[src/rpf_pkg.sv]
// Shared types, constants and functions for the radio packet framer.
// Holds the CRC-16 step, the transmit microcode table and the channel codes.
// No dependencies.
`timescale 1ns / 1ps

package rpf_pkg;

    // Payload limits and store geometry.
    localparam int          TX_ADDR_W      = 5;
    localparam int          RX_REM_W       = 7;
    localparam logic [TX_ADDR_W-1:0] TX_MAX_PAYLOAD = 5'd25;
    localparam logic [RX_REM_W-1:0]  RX_MAX_PAYLOAD = 7'd66;

    // Protocol constants.
    localparam logic [15:0] CRC_POLY       = 16'h1021;
    localparam logic [15:0] CRC_INVERT     = 16'hFFFF;
    localparam logic [15:0] SYNC_RESET     = 16'h2DD4;
    localparam logic [15:0] CRC_RESET      = 16'h1D0F;
    localparam logic [7:0]  FIFO_WRITE_CMD = 8'h06;

    // Configuration port.
    localparam int          CFG_INDEX_W    = 8;
    localparam logic [CFG_INDEX_W-1:0] CFG_SYNC_WORD = 8'd0;
    localparam logic [CFG_INDEX_W-1:0] CFG_CRC_START = 8'd1;

    // Input operation and result kind codes.
    localparam logic OP_TX = 1'b0;

    typedef enum logic [1:0] {
        KIND_TX_BYTE = 2'd0,
        KIND_RX_BYTE = 2'd1,
        KIND_STATUS  = 2'd2
    } t_kind;

    // Receive phases.
    typedef enum logic [1:0] {
        RX_LEN    = 2'd0,
        RX_DATA   = 2'd1,
        RX_CRC_HI = 2'd2,
        RX_CRC_LO = 2'd3
    } t_rx_phase;

    // Microcode: byte source, jump kind and the control word.
    typedef enum logic [3:0] {
        SRC_CMD,
        SRC_BITCNT,
        SRC_ZERO,
        SRC_SYNC_HI,
        SRC_SYNC_LO,
        SRC_LEN,
        SRC_DATA,
        SRC_CRC_HI,
        SRC_CRC_LO
    } t_src;

    typedef enum logic [1:0] {
        JMP_NEXT,
        JMP_MORE,
        JMP_END
    } t_jmp;

    localparam int UC_PC_W = 4;
    localparam logic [UC_PC_W-1:0] UC_FETCH = 4'd8;

    typedef struct packed {
        t_src               src;
        logic               emit;
        logic               crc_upd;
        logic               rd;
        logic               idx_inc;
        logic               last;
        t_jmp               jmp;
        logic [UC_PC_W-1:0] target;
    } t_uword;

    // Store write request from the input side.
    typedef struct packed {
        logic                 we;
        logic [TX_ADDR_W-1:0] addr;
        logic [7:0]           data;
    } t_store_wr;

    // Frame start request.
    typedef struct packed {
        logic                 go;
        logic [TX_ADDR_W-1:0] count;
    } t_tx_start;

    // One frame byte offered by the sequencer.
    typedef struct packed {
        logic       valid;
        logic [7:0] data;
        logic       last;
    } t_tx_emit;

    // One byte through the CCITT CRC, MSB first.
    function automatic logic [15:0] crc16_byte(input logic [15:0] crc, input logic [7:0] b);
        logic [15:0] c;
        c = crc ^ {b, 8'h00};
        for (int i = 0; i < 8; i++) begin
            c = c[15] ? ({c[14:0], 1'b0} ^ CRC_POLY) : {c[14:0], 1'b0};
        end
        return c;
    endfunction

    // Frame program: header, length, a fetch/send loop over the payload, CRC.
    function automatic t_uword ucode(input logic [UC_PC_W-1:0] pc);
        t_uword w;
        w = '{src: SRC_ZERO, emit: 1'b1, crc_upd: 1'b0, rd: 1'b0, idx_inc: 1'b0,
              last: 1'b0, jmp: JMP_NEXT, target: '0};
        unique case (pc)
            4'd0:  w.src = SRC_CMD;
            4'd1:  w.src = SRC_BITCNT;
            4'd2:  w.src = SRC_ZERO;
            4'd3:  w.src = SRC_ZERO;
            4'd4:  w.src = SRC_ZERO;
            4'd5:  w.src = SRC_SYNC_HI;
            4'd6:  w.src = SRC_SYNC_LO;
            4'd7: begin
                w.src     = SRC_LEN;
                w.crc_upd = 1'b1;
            end
            4'd8: begin
                w.emit = 1'b0;
                w.rd   = 1'b1;
            end
            4'd9: begin
                w.src     = SRC_DATA;
                w.crc_upd = 1'b1;
                w.idx_inc = 1'b1;
                w.jmp     = JMP_MORE;
                w.target  = UC_FETCH;
            end
            4'd10: w.src = SRC_CRC_HI;
            4'd11: begin
                w.src  = SRC_CRC_LO;
                w.last = 1'b1;
                w.jmp  = JMP_END;
            end
            default: w.jmp = JMP_END;
        endcase
        return w;
    endfunction

endpackage

[src/rpf_tx_seq.sv]
// Transmit frame sequencer: payload store, microcode step counter and datapath.
// Depends on rpf_pkg for the control word table and the CRC step.
`timescale 1ns / 1ps

module rpf_tx_seq (
    input  logic               i_clk,
    input  logic               i_rst_n,
    input  rpf_pkg::t_store_wr i_wr,
    input  rpf_pkg::t_tx_start i_start,
    input  logic [15:0]        i_sync_word,
    input  logic [15:0]        i_crc_start,
    input  logic               i_out_free,
    output logic               o_busy,
    output rpf_pkg::t_tx_emit  o_emit
);
    import rpf_pkg::*;

    logic [7:0]           r_mem [0:(1 << TX_ADDR_W)-1];
    logic [7:0]           r_rd;
    logic                 r_busy;
    logic [UC_PC_W-1:0]   r_pc;
    logic [TX_ADDR_W-1:0] r_idx;
    logic [TX_ADDR_W-1:0] r_n;
    logic [15:0]          r_crc;

    t_uword               w;
    logic                 advance;
    logic [7:0]           tx_byte;
    logic [TX_ADDR_W-1:0] idx_plus;
    logic [TX_ADDR_W-1:0] n_plus8;

    assign w        = ucode(r_pc);
    assign advance  = r_busy && (!w.emit || i_out_free);
    assign idx_plus = r_idx + 1'b1;
    assign n_plus8  = r_n + TX_ADDR_W'(8);

    // Byte source selection for the current step.
    always_comb begin
        unique case (w.src)
            SRC_CMD:     tx_byte = FIFO_WRITE_CMD;
            SRC_BITCNT:  tx_byte = {n_plus8, 3'b000} - 8'd1;
            SRC_SYNC_HI: tx_byte = i_sync_word[15:8];
            SRC_SYNC_LO: tx_byte = i_sync_word[7:0];
            SRC_LEN:     tx_byte = {3'b000, r_n};
            SRC_DATA:    tx_byte = r_rd;
            SRC_CRC_HI:  tx_byte = ~r_crc[15:8];
            SRC_CRC_LO:  tx_byte = ~r_crc[7:0];
            default:     tx_byte = 8'h00;
        endcase
    end

    assign o_busy       = r_busy;
    assign o_emit.valid = r_busy && w.emit;
    assign o_emit.data  = tx_byte;
    assign o_emit.last  = w.last;

    // Payload store: written from the input side, read by the fetch step.
    always_ff @(posedge i_clk) begin
        if (i_wr.we) begin
            r_mem[i_wr.addr] <= i_wr.data;
        end
        if (advance && w.rd) begin
            r_rd <= r_mem[r_idx];
        end
    end

    // Step counter and branch logic.
    always_ff @(posedge i_clk) begin
        if (!i_rst_n) begin
            r_busy <= 1'b0;
            r_pc   <= '0;
        end else if (!r_busy) begin
            if (i_start.go) begin
                r_busy <= 1'b1;
                r_pc   <= '0;
            end
        end else if (advance) begin
            unique case (w.jmp)
                JMP_NEXT: r_pc <= r_pc + 1'b1;
                JMP_MORE: r_pc <= (idx_plus != r_n) ? w.target : r_pc + 1'b1;
                JMP_END:  r_busy <= 1'b0;
                default:  r_busy <= 1'b0;
            endcase
        end
    end

    // Datapath registers: length, payload index and running CRC.
    always_ff @(posedge i_clk) begin
        if (!r_busy && i_start.go) begin
            r_n   <= i_start.count;
            r_idx <= '0;
            r_crc <= i_crc_start;
        end else if (advance) begin
            if (w.crc_upd) begin
                r_crc <= crc16_byte(r_crc, tx_byte);
            end
            if (w.idx_inc) begin
                r_idx <= idx_plus;
            end
        end
    end

endmodule

[src/radio_packet_framer_crc16_core.sv]
// Radio packet framer top level: input decode, receive path, config, output register.
// Depends on rpf_pkg and rpf_tx_seq.
`timescale 1ns / 1ps
//
//  Channel   Direction  Handshake                      Contents
//  s_axis    in         s_axis_tvalid / s_axis_tready  payload or received byte
//  m_axis    out        m_axis_tvalid / m_axis_tready  frame byte, rx byte, status
//  cfg       in         i_cfg_valid / o_cfg_ready      register index and value
//
//  A final transmit beat starts the frame program, in which each payload byte
//  needs a fetch step and a send step.
//  Reset clears control state only; the payload store needs no clearing.
//  A full output register holds the sequencer on its current emit step, and
//  input is refused while a frame is being sent.

module radio_packet_framer_crc16_core (
    input  logic                            i_clk,
    input  logic                            i_rst_n,
    input  logic                            s_axis_tvalid,
    output logic                            s_axis_tready,
    input  logic [7:0]                      s_axis_tdata,   // [7:0] data_byte
    input  logic [0:0]                      s_axis_tuser,   // [0] operation
    input  logic                            s_axis_tlast,   // end_of_payload
    output logic                            m_axis_tvalid,
    input  logic                            m_axis_tready,
    output logic [7:0]                      m_axis_tdata,   // [7:0] out_byte
    output logic [2:0]                      m_axis_tuser,   // [1:0] out_kind, [2] crc_error
    output logic                            m_axis_tlast,   // last_of_run
    input  logic                            i_cfg_valid,
    output logic                            o_cfg_ready,
    input  logic [rpf_pkg::CFG_INDEX_W-1:0] i_cfg_index,
    input  logic [15:0]                     i_cfg_data
);
    import rpf_pkg::*;

    logic [15:0]          r_sync_word;
    logic [15:0]          r_crc_start;
    logic [TX_ADDR_W-1:0] r_tx_count;
    t_rx_phase            r_rx_phase;
    t_rx_phase            n_rx_phase;
    logic [RX_REM_W-1:0]  r_rx_rem;
    logic [RX_REM_W-1:0]  n_rx_rem;
    logic [15:0]          r_rx_crc;
    logic [15:0]          n_rx_crc;

    logic                 r_m_valid;
    logic [7:0]           r_m_data;
    t_kind                r_m_kind;
    logic                 r_m_err;
    logic                 r_m_last;

    logic                 out_free;
    logic                 busy;
    logic                 in_beat;
    logic                 tx_beat;
    logic                 rx_beat;
    logic                 room;
    logic [TX_ADDR_W-1:0] tx_count_next;
    t_store_wr            store_wr;
    t_tx_start            tx_start;
    t_tx_emit             tx_emit;

    logic [15:0]          rx_crc_in;
    logic [15:0]          rx_crc_step;
    logic [RX_REM_W-1:0]  rx_len_clamp;
    logic [RX_REM_W-1:0]  rx_rem_dec;
    logic                 rx_out;
    logic [7:0]           rx_out_data;
    t_kind                rx_out_kind;
    logic                 rx_out_err;
    logic                 rx_out_last;

    assign out_free      = !r_m_valid || m_axis_tready;
    assign s_axis_tready = !busy && out_free;
    assign in_beat       = s_axis_tvalid && s_axis_tready;
    assign tx_beat       = in_beat && (s_axis_tuser[0] == OP_TX);
    assign rx_beat       = in_beat && (s_axis_tuser[0] != OP_TX);
    assign o_cfg_ready   = 1'b1;

    // Configuration registers; unknown indexes are ignored.
    always_ff @(posedge i_clk) begin
        if (!i_rst_n) begin
            r_sync_word <= SYNC_RESET;
            r_crc_start <= CRC_RESET;
        end else if (i_cfg_valid) begin
            if (i_cfg_index == CFG_SYNC_WORD) begin
                r_sync_word <= i_cfg_data;
            end else if (i_cfg_index == CFG_CRC_START) begin
                r_crc_start <= i_cfg_data;
            end
        end
    end

    // Transmit collection: store while there is room, start a frame on the last beat.
    assign room          = r_tx_count < TX_MAX_PAYLOAD;
    assign tx_count_next = room ? r_tx_count + 1'b1 : r_tx_count;

    assign store_wr.we    = tx_beat && room;
    assign store_wr.addr  = r_tx_count;
    assign store_wr.data  = s_axis_tdata;
    assign tx_start.go    = tx_beat && s_axis_tlast;
    assign tx_start.count = tx_count_next;

    always_ff @(posedge i_clk) begin
        if (!i_rst_n) begin
            r_tx_count <= '0;
        end else if (tx_beat) begin
            r_tx_count <= s_axis_tlast ? '0 : tx_count_next;
        end
    end

    rpf_tx_seq u_tx_seq (
        .i_clk       (i_clk),
        .i_rst_n     (i_rst_n),
        .i_wr        (store_wr),
        .i_start     (tx_start),
        .i_sync_word (r_sync_word),
        .i_crc_start (r_crc_start),
        .i_out_free  (out_free),
        .o_busy      (busy),
        .o_emit      (tx_emit)
    );

    // Receive path: next phase, CRC and result for one received byte.
    assign rx_crc_in    = (r_rx_phase == RX_LEN) ? r_crc_start : r_rx_crc;
    assign rx_crc_step  = crc16_byte(rx_crc_in, s_axis_tdata);
    assign rx_len_clamp = (s_axis_tdata > {1'b0, RX_MAX_PAYLOAD}) ? RX_MAX_PAYLOAD
                                                                  : s_axis_tdata[RX_REM_W-1:0];
    assign rx_rem_dec   = r_rx_rem - 1'b1;

    always_comb begin
        n_rx_phase  = r_rx_phase;
        n_rx_rem    = r_rx_rem;
        n_rx_crc    = r_rx_crc;
        rx_out      = 1'b0;
        rx_out_data = s_axis_tdata;
        rx_out_kind = KIND_RX_BYTE;
        rx_out_err  = 1'b0;
        rx_out_last = 1'b0;
        if (rx_beat) begin
            unique case (r_rx_phase)
                RX_LEN: begin
                    n_rx_rem = rx_len_clamp;
                    if (rx_len_clamp == '0) begin
                        n_rx_crc   = rx_crc_step ^ CRC_INVERT;
                        n_rx_phase = RX_CRC_HI;
                    end else begin
                        n_rx_crc   = rx_crc_step;
                        n_rx_phase = RX_DATA;
                    end
                end
                RX_DATA: begin
                    rx_out   = 1'b1;
                    n_rx_rem = rx_rem_dec;
                    if (rx_rem_dec == '0) begin
                        n_rx_crc   = rx_crc_step ^ CRC_INVERT;
                        n_rx_phase = RX_CRC_HI;
                    end else begin
                        n_rx_crc   = rx_crc_step;
                    end
                end
                RX_CRC_HI: begin
                    n_rx_crc   = rx_crc_step;
                    n_rx_phase = RX_CRC_LO;
                end
                RX_CRC_LO: begin
                    rx_out      = 1'b1;
                    rx_out_data = 8'h00;
                    rx_out_kind = KIND_STATUS;
                    rx_out_err  = (rx_crc_step != 16'h0000);
                    rx_out_last = 1'b1;
                    n_rx_phase  = RX_LEN;
                    n_rx_rem    = '0;
                    n_rx_crc    = r_crc_start;
                end
                default: n_rx_phase = RX_LEN;
            endcase
        end
    end

    always_ff @(posedge i_clk) begin
        if (!i_rst_n) begin
            r_rx_phase <= RX_LEN;
            r_rx_rem   <= '0;
            r_rx_crc   <= CRC_RESET;
        end else begin
            r_rx_phase <= n_rx_phase;
            r_rx_rem   <= n_rx_rem;
            r_rx_crc   <= n_rx_crc;
        end
    end

    // Output register: loaded from the sequencer or from the receive path.
    always_ff @(posedge i_clk) begin
        if (!i_rst_n) begin
            r_m_valid <= 1'b0;
        end else if (out_free) begin
            r_m_valid <= tx_emit.valid || rx_out;
        end
    end

    always_ff @(posedge i_clk) begin
        if (out_free) begin
            if (tx_emit.valid) begin
                r_m_data <= tx_emit.data;
                r_m_kind <= KIND_TX_BYTE;
                r_m_err  <= 1'b0;
                r_m_last <= tx_emit.last;
            end else if (rx_out) begin
                r_m_data <= rx_out_data;
                r_m_kind <= rx_out_kind;
                r_m_err  <= rx_out_err;
                r_m_last <= rx_out_last;
            end
        end
    end

    assign m_axis_tvalid = r_m_valid;
    assign m_axis_tdata  = r_m_data;
    assign m_axis_tuser  = {r_m_err, r_m_kind};
    assign m_axis_tlast  = r_m_last;

endmodule
[config.mk]
export PLATFORM = sky130hd
export DESIGN_NAME = radio_packet_framer_crc16_core
export DESIGN_NICKNAME = d
export VERILOG_FILES = /design/src/rpf_pkg.sv /design/src/rpf_tx_seq.sv /design/src/radio_packet_framer_crc16_core.sv
export SDC_FILE = /design/constraint.sdc
export NUM_CORES = 1
export LEC_CHECK = 0
export ABC_AREA = 1
export BUFFER_PORTS_ARGS = -buffer_cell sky130_fd_sc_hd__buf_2
export CORE_MARGIN = 2
export CORE_UTILIZATION = 45
export CTS_CLUSTER_SIZE = 14
export DETAILED_ROUTE_END_ITERATION = 16
export GPL_ROUTABILITY_DRIVEN = 0
export GPL_TIMING_DRIVEN = 0
export PLACE_DENSITY = 0.63
export REMOVE_ABC_BUFFERS = 1
export SETUP_SLACK_MARGIN = 0.02
export SLEW_MARGIN = 0
export SYNTH_ARGS = -nofsm -noshare
export SYNTH_HDL_FRONTEND = slang
export SYNTH_HIERARCHICAL = 1
export SYNTH_SLANG_ARGS = --single-unit
[constraint.sdc]
create_clock -name i_clk -period 2.3 [get_ports i_clk]
set_input_delay 0.23 -clock i_clk [delete_from_list [all_inputs] [get_ports i_clk]]
set_output_delay 0.23 -clock i_clk [all_outputs]
set_load 0.05 [all_outputs]
# --- Yosys cells after proc, flatten, opt, wreduce, memory -nomap -nowiden ---
# Memories as Yosys holds them, arrays and structs flattened. A register that Yosys moved wholly into a read port is not among the register bits.
# Cells that the tools add are included.
word_totals:
  elab_cells: 181
  in_bits: 39
  mem_count: 1
  ramBits: 256
  ff_bits: 106
op_classes:
  n_reduce_logical: 40
  n_mux: 66
  n_bitwise: 23
  magnitude_cmp: 2
  eq_ne: 27
  n_addsub: 6
memory_table:
  columns: ["name", "depth", "width", "read_ports", "rd_ports_with_merged_regs", "write_ports", "line", "rtl"]
  rows:
  - ["u_tx_seq.r_mem", 32, 8, 1, 1, 1, "rpf_tx_seq.sv:18", "logic [7:0] r_mem [0:(1 << TX_ADDR_W)-1];"]
op_table:
  columns: ["cell", "n"]
  rows:
  - ["13-bit two-way mux", 16]
  - ["16-bit two-way mux", 6]
  - ["16-bit case mux with 4 select lines", 1]
  - ["8-bit case mux with 8 select lines", 1]
  - ["3-bit inverter", 16]
  - ["4-bit by 3-bit == test with 1-bit output (second input constant)", 8]
  - ["8-bit two-way mux", 4]
  - ["4-bit case mux with 8 select lines", 1]
  - ["16-bit bitwise XOR", 2]
  - ["7-bit case mux with 3 select lines", 1]
  - ["4-bit == test (second input constant)", 5]
  - ["1-bit two-way mux", 20]
  - ["4-bit two-way mux", 5]
  - ["16-bit inverter", 1]
  - ["8-bit inverter", 2]
  - ["16-bit nonzero test", 1]
  - ["7-bit logical NOT", 2]
  - ["4-bit by 2-bit == test with 1-bit output (second input constant)", 3]
  - ["2-bit AND reduction", 6]
  - ["5-bit by 1-bit adder with 5-bit output (second input constant)", 2]
  - ["1-bit logical AND", 10]
  - ["2-bit two-way mux", 5]
  - ["5-bit two-way mux", 2]
  - ["10-bit OR reduction", 1]
  - ["other kinds (27)", 43]

# --- Longest topological paths before layout ---
# Gate-level depths: netlist of run 1.
depth:
  word_depth: 24
  ltp_mapped: 20
  mapped_depth_nobuf: 20

# --- Modules after synthesis ---
# The synthesis of run 1 kept the hierarchy.
modules_own_cells:
  columns: ["mod", "instances", "cells_each", "seq_area_each_um2", "area_per_inst_um2"]
  rows:
  - ["rpf_tx_seq", 1, 1210, 8758.4, 12964.9]
  - ["radio_packet_framer_crc16_core", 1, 750, 1621.6, 4820.9]

# --- Worst setup path after synthesis of run 1 ---
# Ideal clock, no wire load.
synth_timing:
  path_type: "register -> register"
  start: "reg r_m_valid (netlist: m_axis_tvalid)"
  end: "reg u_tx_seq.r_crc[0] (enable)"
  n_path_buf: 1
  setup_ns: 0.372
  setup_slack_ns: -0.966
  path_stages_with_launch: 11
  t_arrival_ns: 2.895
  synth_period_minus_slack_ns: 3.266
  cell_sequence: "dfxtp_1 > inv_1 > nor2_1 > nor2_1 > nand3b_1 > nor2_1 > inv_1 > nor2_1 > inv_1 > buf_2 > nand2_1"
synth_rtl:
  columns: ["element", "line", "rtl"]
  rows:
  - ["start, declared", "radio_packet_framer_crc16_core.sv:46", "logic r_m_valid;"]
  - ["start signal, assigned", "radio_packet_framer_crc16_core.sv:198", "r_m_valid <= tx_emit.valid || rx_out;"]
  - ["end signal, assigned", "rpf_tx_seq.sv:92", "r_crc <= i_crc_start;"]
  - ["end signal, assigned", "rpf_tx_seq.sv:95", "r_crc <= crc16_byte(r_crc, tx_byte);"]
  - ["end, declared", "rpf_tx_seq.sv:24", "logic [15:0] r_crc;"]

==> results of run 1 <==
==> synthesized netlist by cell type, types with 4 or more instances <==
cell type / instances / area [um2]
nand3_2: 9 / 90.1
nand2_1: 445 / 1670
dfxtp_1: 73 / 1460
inv_2: 11 / 41.3
xor2_1: 11 / 96.3
nand3b_1: 4 / 30.0
ha_1: 13 / 163
nand2_2: 26 / 163
o22ai_1: 80 / 500
o21ai_1: 5 / 25.0
nor2_1: 296 / 1110
buf_2: 8 / 40.0
clkbuf_1: 68 / 255
nor3_1: 5 / 25.0
inv_1: 119 / 447
nand4_1: 18 / 113
nor2_4: 5 / 56.3
o211ai_1: 6 / 45.0
nand3_1: 116 / 581
nor2_2: 6 / 37.5
o21ai_0: 228 / 1140
a31oi_1: 10 / 62.6
or2_2: 7 / 43.8
a21oi_1: 51 / 255
edfxtp_1: 297 / 8920
buf_6: 6 / 67.6
==> state kept, by name (all words and copies together), names as in the netlist <==
| signal | flops |
|---|---|
| r_tx_count | 5 |
| u_tx_seq/r_crc | 16 |
| u_tx_seq/r_rd | 8 |
| u_tx_seq/r_n | 5 |
| r_m_err | 1 |
| m_axis_tvalid | 1 |
| r_crc_start | 16 |
| r_rx_phase | 2 |
| r_rx_crc | 16 |
| r_rx_rem | 7 |
| u_tx_seq/r_pc | 4 |
| r_m_kind | 2 |
| r_sync_word | 16 |
| m_axis_tlast | 1 |
| u_tx_seq/r_mem | 256 |
| u_tx_seq/o_busy | 1 |
| u_tx_seq/r_idx | 5 |
| m_axis_tdata | 8 |
==> kinds of logic after synthesis <==
family | Yosys count | share of synthesized area [%]
and+or+nand+nor | 951 | 22.9
xor gates and xnor gates | 14 | 0.837
adders and majority gates | 13 | 0.915
DFF | 370 | 58.4
other | 1 | 0.0211
AOI/OAI and AO/OA | 390 | 11.9
buffers and inverters | 221 | 5.05
==> critical path: stages (launching register included) <==
cell and delay [ns]:
dfxtp_4 0.38, inv_4 0.07, ha_4 0.17, nor2_1 0.06, nor2_1 0.18, nor2_2 0.08, nand2_2 0.10, nand3_2 0.11
nor2_4 0.11, buf_12 0.15, nand2_4 0.06, nand2_4 0.08, nor2_4 0.05, nand2_2 0.10, nand2_2 0.07, nand2_4 0.09
nand2_2 0.06, nand2_2 0.11, nand2_4 0.09, nand2_1 0.07, o21ai_1 0.05
==> layout make-up <==
cell class	instances	area share (%)
multi-input cells	1369	33.6
clock inverters	24	0.975
clock buffers	50	4.80
flip-flops and latches	370	47.2
repair inverters	5	0.181
well taps	518	2.94
inverters	134	2.53
repair buffers	173	7.80
==> power by group through the flow <==
| stage | combinational [mW] | clock [mW] | sequential [mW] |
|---|---|---|---|
| finish | 1.66 | 6.27 | 7.38 |
| global route | 1.79 | 6.64 | 7.38 |
| CTS | 1.47 | 6.36 | 7.37 |
| detailed placement | 1.30 | 0 | 7.52 |
| global placement | 1.26 | 0 | 7.53 |
| floorplan | 0.813 | 0 | 7.55 |
==> path summary, 6_finish.rpt <==
path / slack [ns] / endpoint / start
worst max-delay path: -0.21 / u_tx_seq/r_crc[5] / u_tx_seq/r_pc[1]
worst min register to register: 0.47 / r_rx_crc[5] / r_rx_crc[5]
worst min-delay path: 0.06 / r_tx_count[4] / s_axis_tlast
worst max register to register: -0.21 / u_tx_seq/r_crc[5] / u_tx_seq/r_pc[1]
==> metal layers <==
| layer | global-route usage, % | share of wire [%] | vias up |
|---|---|---|---|
| li1 | - | - | 6992 |
| met1 | 32.9 | 40 | 7175 |
| met2 | 42.0 | 48 | 692 |
| met3 | 4.40 | 8.1 | 137 |
| met4 | 9.75 | 3.5 | 0 |
| met5 | 0 | 0 | - |
==> timing repair <==
action / 4_1_cts / 5_1_grt
hold buffers: 16 / 0
pin swaps: 49 / 63
gates resized for setup: 177 / 121
hold endpoints to repair: 31 / 0
cloned: 4 / 4
buffers inserted: 68 / 30
setup endpoints to repair: 360 / 271
==> through the flow <==
stage | setup WS [ns] | setup TNS (ns) | total power [mW]
3_3_place_gp | -7.10 | -459.11 | 8.79
3_5_place_dp | -1.68 | -331.38 | 8.82
4_1_cts | -0.115 | -0.647 | 15.2
6_report | -0.205 | -1.95 | 15.3
5_1_grt | -0.283 | -3.86 | 15.8
2_1_floorplan | -2.99 | -299.33 | 8.36
==> run_results.csv, run 1 <==
group,metric,value,unit
run_status,status,"finished with violations",
layout,fin_cells,2643,
place,dp.cells,2448,
drt,drc,1,
synthesis,synth.cell_area,17800,um2
synthesis,seq_area_frac_synth,58.4,%
pwr,seqPwrFrac,48.2,%
layout,final_common_cell,"nand2_1",
drt,detail_route.first_pass.iterations,11,
worst_setup_path,crit_type,"reg2reg",
worst_setup_path,critPathCaptureType,"flip-flop",
timing,max_freq,399,MHz
clocking,clk_latency,0.58,ns
layout,final_cell_mix,"387 x nand2_1, 297 x edfxtp_1, 241 x nor2_1, 217 x o21ai_0, 103 x nand3_1",
worst_setup_path,required,2.62,ns
synthesis,synth-async-reset-ratio,0,%
pwr,p_int,11.4,mW
clocking,cts.clk_slew.worst_paths,0.06,ns
worst_setup_path,cp.arrival,2.82,ns
min_path,min_path_cells,4,
timing,min_period,2.51,ns
run_status,violations,"DRC, setup timing",
pwr,p_per_area,693,nW/um2
timing,hold_viol_final,0,
die,start_util,45.8,%
layout,seq_area,10400,um2
layout,areaGrowthSynthToFinish,24.1,%
clocking,cts_sinks,370,
worst_setup_path,r2r_cells,20,
timing,slew-limit-headroom,35.7,%
place,port-buffer-count,52,
global_route,grt_start_max_net_pins,86,
die,dieArea,41100,um2
run,cap_violations,0,
pwr,leakage,8.40,nW
die,die_y,203,um
timing,maxSlewViolCount,0,
pwr,p_comb_share,10.8,%
timing,fin_ws,-0.205,ns
timing,rsz0062_at_grt,"yes",
clocking,cts_made_buffers,40,
layout,fin_util,56.8,%
pwr,clkPwrFrac,41.0,%
synthesis,synthDistinctLibCells,52,
place,hpwl,30.6,mm
layout,final_cell_area,22100,um2
drt,wl,53.4,mm
die,coreArea,38800,um2
global_route,antenna_found_initial,0,
drt,vias,15000,
layout,drive_gt1_share,22.2,%
global_route,grt_pass1_vias,14300,
die,io_pins,54,
layout,diodes,0,
timing,worst_pin_slew,0.964,ns
drt,final_antenna_net_count,0,
place,postPlaceCellArea,18400,um2
synthesis,ys.flop_type,"edfxtp_1",
pwr,ir_drop,0.440,mV
layout,filler_cell_count,3254,
synthesis,syn_avg_cell_area,9.07,um2
clocking,cts.htree.levels,2,
timing,holdWs,0.0639,ns
global_route,gr-usage-all-layers,25.2,%
synthesis,ys_ff_latch,370,
clocking,clock-root-buffer,"clkbuf_16",
drt,drtIter0Drc,1499,
pwr,p_sw_share,25.6,%
synthesis,synth_edf_count,297,
global_route,overflow,0,
layout,nets,2145,
pwr,switching_power,3.91,mW
layout,multiInputGateArea,7420,um2
drt,avgRoutedWirePerCell,20.2,um
min_path,hold_path.class,"in2reg",
timing,finalClockSkew,0.0178,ns
clocking,cts.path.max_buffers,3,
worst_setup_path,worst-path-max-fanout,8,
clocking,cts_tree,"built",
die,die_w,203,um
global_route,grt_first_pass_wirelength,80.1,mm
synthesis,synth_cells,1960,
die,row_count,72,
drt,vias_per_cell,5.67,
timing,period_share,109,%
worst_setup_path,cp-start-kind,"flip-flop",
synthesis,ys_warn_count,6,
timing,setup-violations-final,16,
(Power assumes the default switching activity.)
==> run 2, diff against run 1 <==
--- a/config.mk
+++ b/config.mk
@@ -5,7 +5,6 @@
 export SDC_FILE = /design/constraint.sdc
 export NUM_CORES = 1
 export LEC_CHECK = 0
-export ABC_AREA = 1
 export BUFFER_PORTS_ARGS = -buffer_cell sky130_fd_sc_hd__buf_2
 export CORE_MARGIN = 2
 export CORE_UTILIZATION = 45
==> run_results.csv, run 2 <==
group,metric,value,unit
run_status,status,"finished with violations",
run_status,violations,"setup timing",
clocking,cts_sinks,370,
layout,filler_cell_count,2952,
synthesis,synthDistinctLibCells,82,
pwr,leakage,7.52,nW
clocking,cts.clk_slew.worst_paths,0.06,ns
layout,areaGrowthSynthToFinish,26.3,%
die,die_w,200,um
drt,wl,46.4,mm
die,coreArea,37800,um2
synthesis,synth_cells,1287,
timing,rsz0062_at_grt,"yes",
run,cap_violations,0,
layout,nets,1516,
global_route,gr-usage-all-layers,22.6,%
synthesis,synth_xor_xnor_area_share,6.28,%
worst_setup_path,r2r_cells,10,
timing,hold_viol_final,0,
synthesis,synth_edf_count,297,
synthesis,synth_top_area_share,51.4,%
timing,setup-violations-final,38,
clocking,clock-root-buffer,"clkbuf_16",
synthesis,synth.cell_area,17300,um2
synthesis,yosys.area.top_type,"edfxtp_1",
die,row_count,71,
synthesis,synth_top_family_by_area,"multiplexers",
layout,regMostFlops,"u_tx_seq/r_mem",
worst_setup_path,worst-path-max-fanout,5,
synthesis,synth.area.top_cells,"edfxtp_1 51%, dfxtp_1 8.4%, mux2i_1 5.7%",
global_route,antenna_found_initial,0,
global_route,grt_first_pass_wirelength,70.0,mm
place,port-buffer-count,52,
timing,finalClockSkew,0.0190,ns
worst_setup_path,crit_type,"reg2reg",
timing,fin_ws,-0.542,ns
layout,final_common_cell,"edfxtp_1",
worst_setup_path,required,2.58,ns
clocking,cts.path.max_buffers,3,
worst_setup_path,cp.arrival,3.12,ns
min_path,hp-start,"i_cfg_data[15]",
min_path,whs_endpoint,"r_sync_word[15]",
synthesis,ys_warn_count,6,
layout,fin_util,57.9,%
worst_setup_path,critPathCaptureType,"flip-flop",
die,dieArea,40100,um2
timing,maxSlewViolCount,0,
min_path,min_path_cells,3,
layout,final_cell_mix,"297 x edfxtp_1, 98 x buf_4, 94 x mux2i_1, 88 x nand2_1, 58 x dfxtp_1",
synthesis,yosysMostFrequentCell,"edfxtp_1",
synthesis,ys.flop_type,"edfxtp_1",
synthesis,synthMuxAreaShare,11.1,%
synthesis,seq_area_frac_synth,59.9,%
timing,slew-limit-headroom,15.7,%
pwr,fin_total_pwr,15.3,mW
synthesis,syn_avg_cell_area,13.5,um2
timing,min_period,2.84,ns
die,die_y,200,um
min_path,hold_path.class,"in2reg",
pwr,p_per_area,700,nW/um2
synthesis,synthAdderAreaFrac,0.938,%
layout,fin_cells,2008,
timing,period_share,124,%
timing,max_freq,352,MHz
synthesis,synth-async-reset-ratio,0,%
timing,worst_pin_slew,1.27,ns
global_route,grt_pass1_vias,11600,
synthesis,yosys.area_share.simple,9.37,%
drt,vias_per_cell,5.96,
drt,vias,12000,
drt,final_antenna_net_count,0,
timing,holdWs,0.0506,ns
synthesis,ys_ff_latch,370,
clocking,cts.htree.levels,2,
layout,drive_gt1_share,32.4,%
drt,drtIter0Drc,1243,
pwr,ir_drop,0.429,mV
place,hpwl,26.2,mm
place,dp.cells,1774,
clocking,cts_tree,"built",
drt,avgRoutedWirePerCell,23.1,um
die,io_pins,54,
synthesis,synth-compound-area-share,10.0,%
worst_setup_path,r2r_end,"u_tx_seq/r_crc[13]",
clocking,clk_latency,0.55,ns
layout,largest_reg_flops,256,
worst_setup_path,regToRegSetupSlack,-0.54,ns
drt,drc,0,
worst_setup_path,cp-start-kind,"flip-flop",
synthesis,synth.top_cells.by_count,"297 x edfxtp_1, 98 x mux2i_1, 89 x nand2_1, 82 x nor2_1, 73 x dfxtp_1",
drt,detail_route.first_pass.iterations,7,
worst_setup_path,rr_startpoint,"u_tx_seq/r_pc[1]",
clocking,cts_made_buffers,40,
die,start_util,45.8,%
global_route,grt_start_max_net_pins,73,
global_route,overflow,0,
run 2: cell count changes in the layout (fill, tap and decap cells not counted), moves of 24 or more:
| cell | before | now |
|---|---|---|
| xnor2_1 | 1 | 32 |
| nand2_1 | 387 | 88 |
| buf_4 | 58 | 98 |
| nor2b_1 | 0 | 24 |
| nand2_2 | 70 | 0 |
| nand3_1 | 103 | 10 |
| mux4_2 | 0 | 40 |
| mux2i_1 | 0 | 94 |
| o221ai_1 | 1 | 33 |
| o21ai_0 | 217 | 40 |
| nor2_1 | 241 | 40 |
| inv_1 | 100 | 13 |
| o22ai_1 | 78 | 12 |
run 2: final cells by class:
class	instances	area (um2)	area share, %
Sequential cell	370	10400	47.6
Multi-Input combinational cell	816	7620	34.8
Timing Repair inverter	1	5.00	0.0229
Clock buffer	49	1090	4.97
Timing Repair Buffer	212	1810	8.27
Antenna cell	1	2.50	0.0114
Clock inverter	25	206	0.943
Tap cell	511	639	2.92
Inverter	23	100	0.457
run 2: cells by family after synthesis:
group           Yosys count
fa+ha+maj                13
simple gates            316
buf+inv                 102
flops                   370
mux                     142
other cells               1
xor+xnor                 95
compound gates          248
run 2: worst max path at each step:
stage                            startpoint                  to  slack, ns  cells past startpoint
after global placement    u_tx_seq/r_idx[0]    u_tx_seq/r_pc[2]      -4.28                      8
final                      u_tx_seq/r_pc[1]  u_tx_seq/r_crc[13]      -0.54                     10
after global routing       u_tx_seq/r_pc[0]  u_tx_seq/r_crc[13]      -0.58                     10
after floorplan           u_tx_seq/r_idx[0]    u_tx_seq/r_pc[2]      -2.78                      8
after CTS                     r_rx_phase[1]             r_m_err      -0.38                      9
after detailed placement   u_tx_seq/r_pc[2]     m_axis_tdata[1]      -1.54                      5
run 2: what timing repair did:
item,CTS,global route
endpoints found under the hold margin,29,0
buffers inserted,97,51
resized for setup,239,61
cloned,3,0
pin swaps,80,41
hold buffers,15,0
setup endpoints to repair,360,195
run 2: worst max-delay path: stages, from the launching register on:
cell and delay [ns]:
dfxtp_4 0.37, buf_6 0.12, ha_4 0.17, buf_6 0.13, buf_6 0.11, or4_4 0.54
o2111ai_4 0.14, xor2_2 0.22, xor3_2 0.48, xnor2_2 0.22, a21oi_2 0.07
run 2: through the flow:
step	setup slack, ns	area (um2)	setup TNS [ns]
4_1_cts	-0.375	21200	-8.54
5_1_grt	-0.581	21900	-14.34
3_3_place_gp	-4.28	17900	-374.17
2_1_floorplan	-2.78	17000	-320.52
6_report	-0.542	21900	-11.42
3_5_place_dp	-1.54	18000	-318.89
run 2: power breakdown:
group | internal, mW | switching [mW] | total, mW | leakage [nW]
Sequential | 7.31 | 0.0794 | 7.39 | 3.28
Clock | 3.71 | 2.63 | 6.33 | 0.640
Combinational | 0.738 | 0.874 | 1.61 | 3.60
Total | 11.8 | 3.58 | 15.3 | 7.52
run 2: per-layer routing:
layer	up-vias	part of all wire (%)	global-route usage [%]
met1	5976	42	31.7
li1	5300	-	-
met4	0	3.7	7.70
met3	127	6.8	2.80
met5	-	0	0
met2	558	47	36.5
==> run 3, diff against run 2 <==
--- a/config.mk
+++ b/config.mk
@@ -5,6 +5,7 @@
 export SDC_FILE = /design/constraint.sdc
 export NUM_CORES = 1
 export LEC_CHECK = 0
+export ABC_AREA = 0
 export BUFFER_PORTS_ARGS = -buffer_cell sky130_fd_sc_hd__buf_2
 export CORE_MARGIN = 2
 export CORE_UTILIZATION = 45
@@ -20,3 +21,4 @@
 export SYNTH_HDL_FRONTEND = slang
 export SYNTH_HIERARCHICAL = 1
 export SYNTH_SLANG_ARGS = --single-unit
+export TNS_END_PERCENT = 50
==> run_results.csv, run 3 (synthesis results as in run 2) <==
group,metric,value,unit
drt,vias,11800,
timing,rsz0062_at_grt,"yes",
die,io_pins,54,
pwr,p_int,11.7,mW
clocking,cts_tree,"built",
global_route,grt_pass1_vias,11200,
min_path,min_path_cells,3,
timing,worst_pin_slew,1.27,ns
worst_setup_path,rr_startpoint,"u_tx_seq/r_pc[1]",
clocking,cts_sinks,370,
worst_setup_path,critPathCaptureType,"flip-flop",
pwr,p_comb_share,10.2,%
worst_setup_path,cp.arrival,3.12,ns
global_route,grt_first_pass_wirelength,68.1,mm
clocking,clock-root-buffer,"clkbuf_16",
clocking,cts_made_buffers,40,
pwr,seqPwrFrac,48.4,%
layout,final_cell_mix,"297 x edfxtp_1, 94 x mux2i_1, 87 x nand2_1, 86 x buf_4, 60 x dfxtp_1",
worst_setup_path,regToRegSetupSlack,-0.44,ns
place,hpwl,26.2,mm
drt,final_antenna_net_count,0,
worst_setup_path,critPathTopFamily,"simple AND/OR/NAND/NOR gates",
worst_setup_path,worst-path-max-fanout,7,
timing,maxSlewViolCount,0,
worst_setup_path,cp_num_buf_inv,3,
pwr,switching_power,3.55,mW
timing,period_share,119,%
run,cap_violations,0,
drt,wl,45.8,mm
worst_setup_path,required,2.68,ns
timing,fin_ws,-0.443,ns
place,postPlaceCellArea,18000,um2
clocking,cts.htree.levels,2,
global_route,antenna_found_initial,0,
worst_setup_path,cp_common_cell,"buf_6",
run_status,status,"finished with violations",
die,row_count,71,
worst_setup_path,crit_type,"reg2reg",
layout,regMostFlops,"u_tx_seq/r_mem",
die,coreArea,37800,um2
timing,setup-violations-final,96,
pwr,p_per_area,708,nW/um2
pwr,clkPwrFrac,41.4,%
clocking,cts.path.max_buffers,3,
layout,areaGrowthSynthToFinish,24.3,%
die,dieArea,40100,um2
clocking,cts.clk_slew.worst_paths,0.06,ns
timing,hold_viol_final,0,
layout,drive_gt1_share,30.5,%
timing,slew-limit-headroom,15.2,%
pwr,fin_total_pwr,15.3,mW
drt,drtIter0Drc,1275,
drt,drc,0,
run_status,violations,"setup timing",
worst_setup_path,r2r_end,"u_tx_seq/r_crc[12]",
pwr,ir_drop,0.453,mV
drt,vias_per_cell,5.93,
drt,avgRoutedWirePerCell,23.1,um
min_path,hold_path.class,"in2reg",
layout,final_cell_area,21600,um2
drt,detail_route.first_pass.iterations,5,
pwr,leakage,7.34,nW
timing,timing.setup.tns,-12.84,ns
layout,nets,1489,
die,start_util,45.8,%
place,port-buffer-count,52,
worst_setup_path,worstPathCellList,"buf_6, ha_4, buf_6, buf_6, nor3_4, a211oi_2, a221o_1, or3_4, o211a_1, or3_1, a31oi_1",
worst_setup_path,slowest_stage,"or3_4",
die,die_y,200,um
layout,largest_reg_flops,256,
layout,final_common_cell,"edfxtp_1",
global_route,overflow,0,
timing,max_freq,365,MHz
timing,holdWs,0.0556,ns
min_path,hp-start,"i_cfg_data[15]",
min_path,whs_endpoint,"r_sync_word[15]",
timing,min_period,2.74,ns
die,die_w,200,um
worst_setup_path,cp-start-kind,"flip-flop",
worst_setup_path,slowest_delay,0.38,ns
timing,finalClockSkew,0.0179,ns
global_route,gr-usage-all-layers,22.0,%
clocking,clk_latency,0.54,ns
pwr,p_sw_share,23.3,%
worst_setup_path,r2r_cells,11,
global_route,grt_start_max_net_pins,73,
place,pre_cts_slack,-1.54,ns
run 3: worst max path at each step:
stage / slack [ns] / cells after the start / to / from
floorplan: -2.78 / 8 / u_tx_seq/r_pc[2] / u_tx_seq/r_idx[0]
global placement: -4.28 / 8 / u_tx_seq/r_pc[2] / u_tx_seq/r_idx[0]
detailed placement: -1.54 / 5 / m_axis_tdata[1] / u_tx_seq/r_pc[2]
CTS: -0.38 / 9 / r_m_err / r_rx_phase[1]
global route: -0.50 / 11 / u_tx_seq/r_crc[12] / u_tx_seq/r_pc[1]
finish: -0.44 / 11 / u_tx_seq/r_crc[12] / u_tx_seq/r_pc[1]
run 3: per-layer routing:
| metal | routed length [um] | vias to the layer above | GRT usage, % |
|---|---|---|---|
| li1 | - | 5251 | - |
| met1 | 19800 | 5950 | 31.1 |
| met2 | 21800 | 448 | 35.4 |
| met3 | 2680 | 104 | 2.99 |
| met4 | 1460 | 0 | 6.75 |
| met5 | 0 | - | 0 |
run 3: worst reg2reg max path, delay by kind of cell, from the launching register on:
kind / cells / cell delay [ns]
and+or+nand+nor: 3 / 0.93
AOI/OAI and AO/OA: 4 / 0.72
buffers and inverters: 3 / 0.39
DFF: 1 / 0.37
adders and majority gates: 1 / 0.18
run 3: timing repair:
item | in CTS | in global routing
pin swaps | 45 | 51
resized for setup | 169 | 99
endpoints found under the hold margin | 29 | 0
hold buffers | 15 | 0
setup endpoints to repair | 360 | 209
gates cloned | 3 | 1
buffers inserted | 59 | 54
run 3: area by class of cell:
class / instances / area (um2)
clock buffer: 49 / 1090
fill: 3026 / 16300
inverter: 23 / 103
clock inverter: 25 / 206
antenna: 1 / 2.50
tap: 511 / 639
sequential: 370 / 10400
timing repair buffer: 184 / 1540
timing repair inverter: 1 / 7.51
multi-input combinational: 817 / 7560
run 3: power by group through the flow:
stage	Clock (mW)	Sequential (mW)	Combinational [mW]
2_1_floorplan	0	7.55	0.745
4_1_cts	6.42	7.39	1.37
6_report	6.32	7.39	1.56
3_3_place_gp	0	7.53	1.12
5_1_grt	6.69	7.40	1.67
3_5_place_dp	0	7.53	1.14
run 3: per-stage QoR:
| step | cells | util, % |
|---|---|---|
| 3_5_place_dp | 1774 | 47.5 |
| 3_3_place_gp | 1771 | 47.3 |
| 6_report | 1981 | 57.0 |
| 2_1_floorplan | 1208 | - |
| 5_1_grt | 1980 | 57.0 |
| 4_1_cts | 1925 | 54.5 |
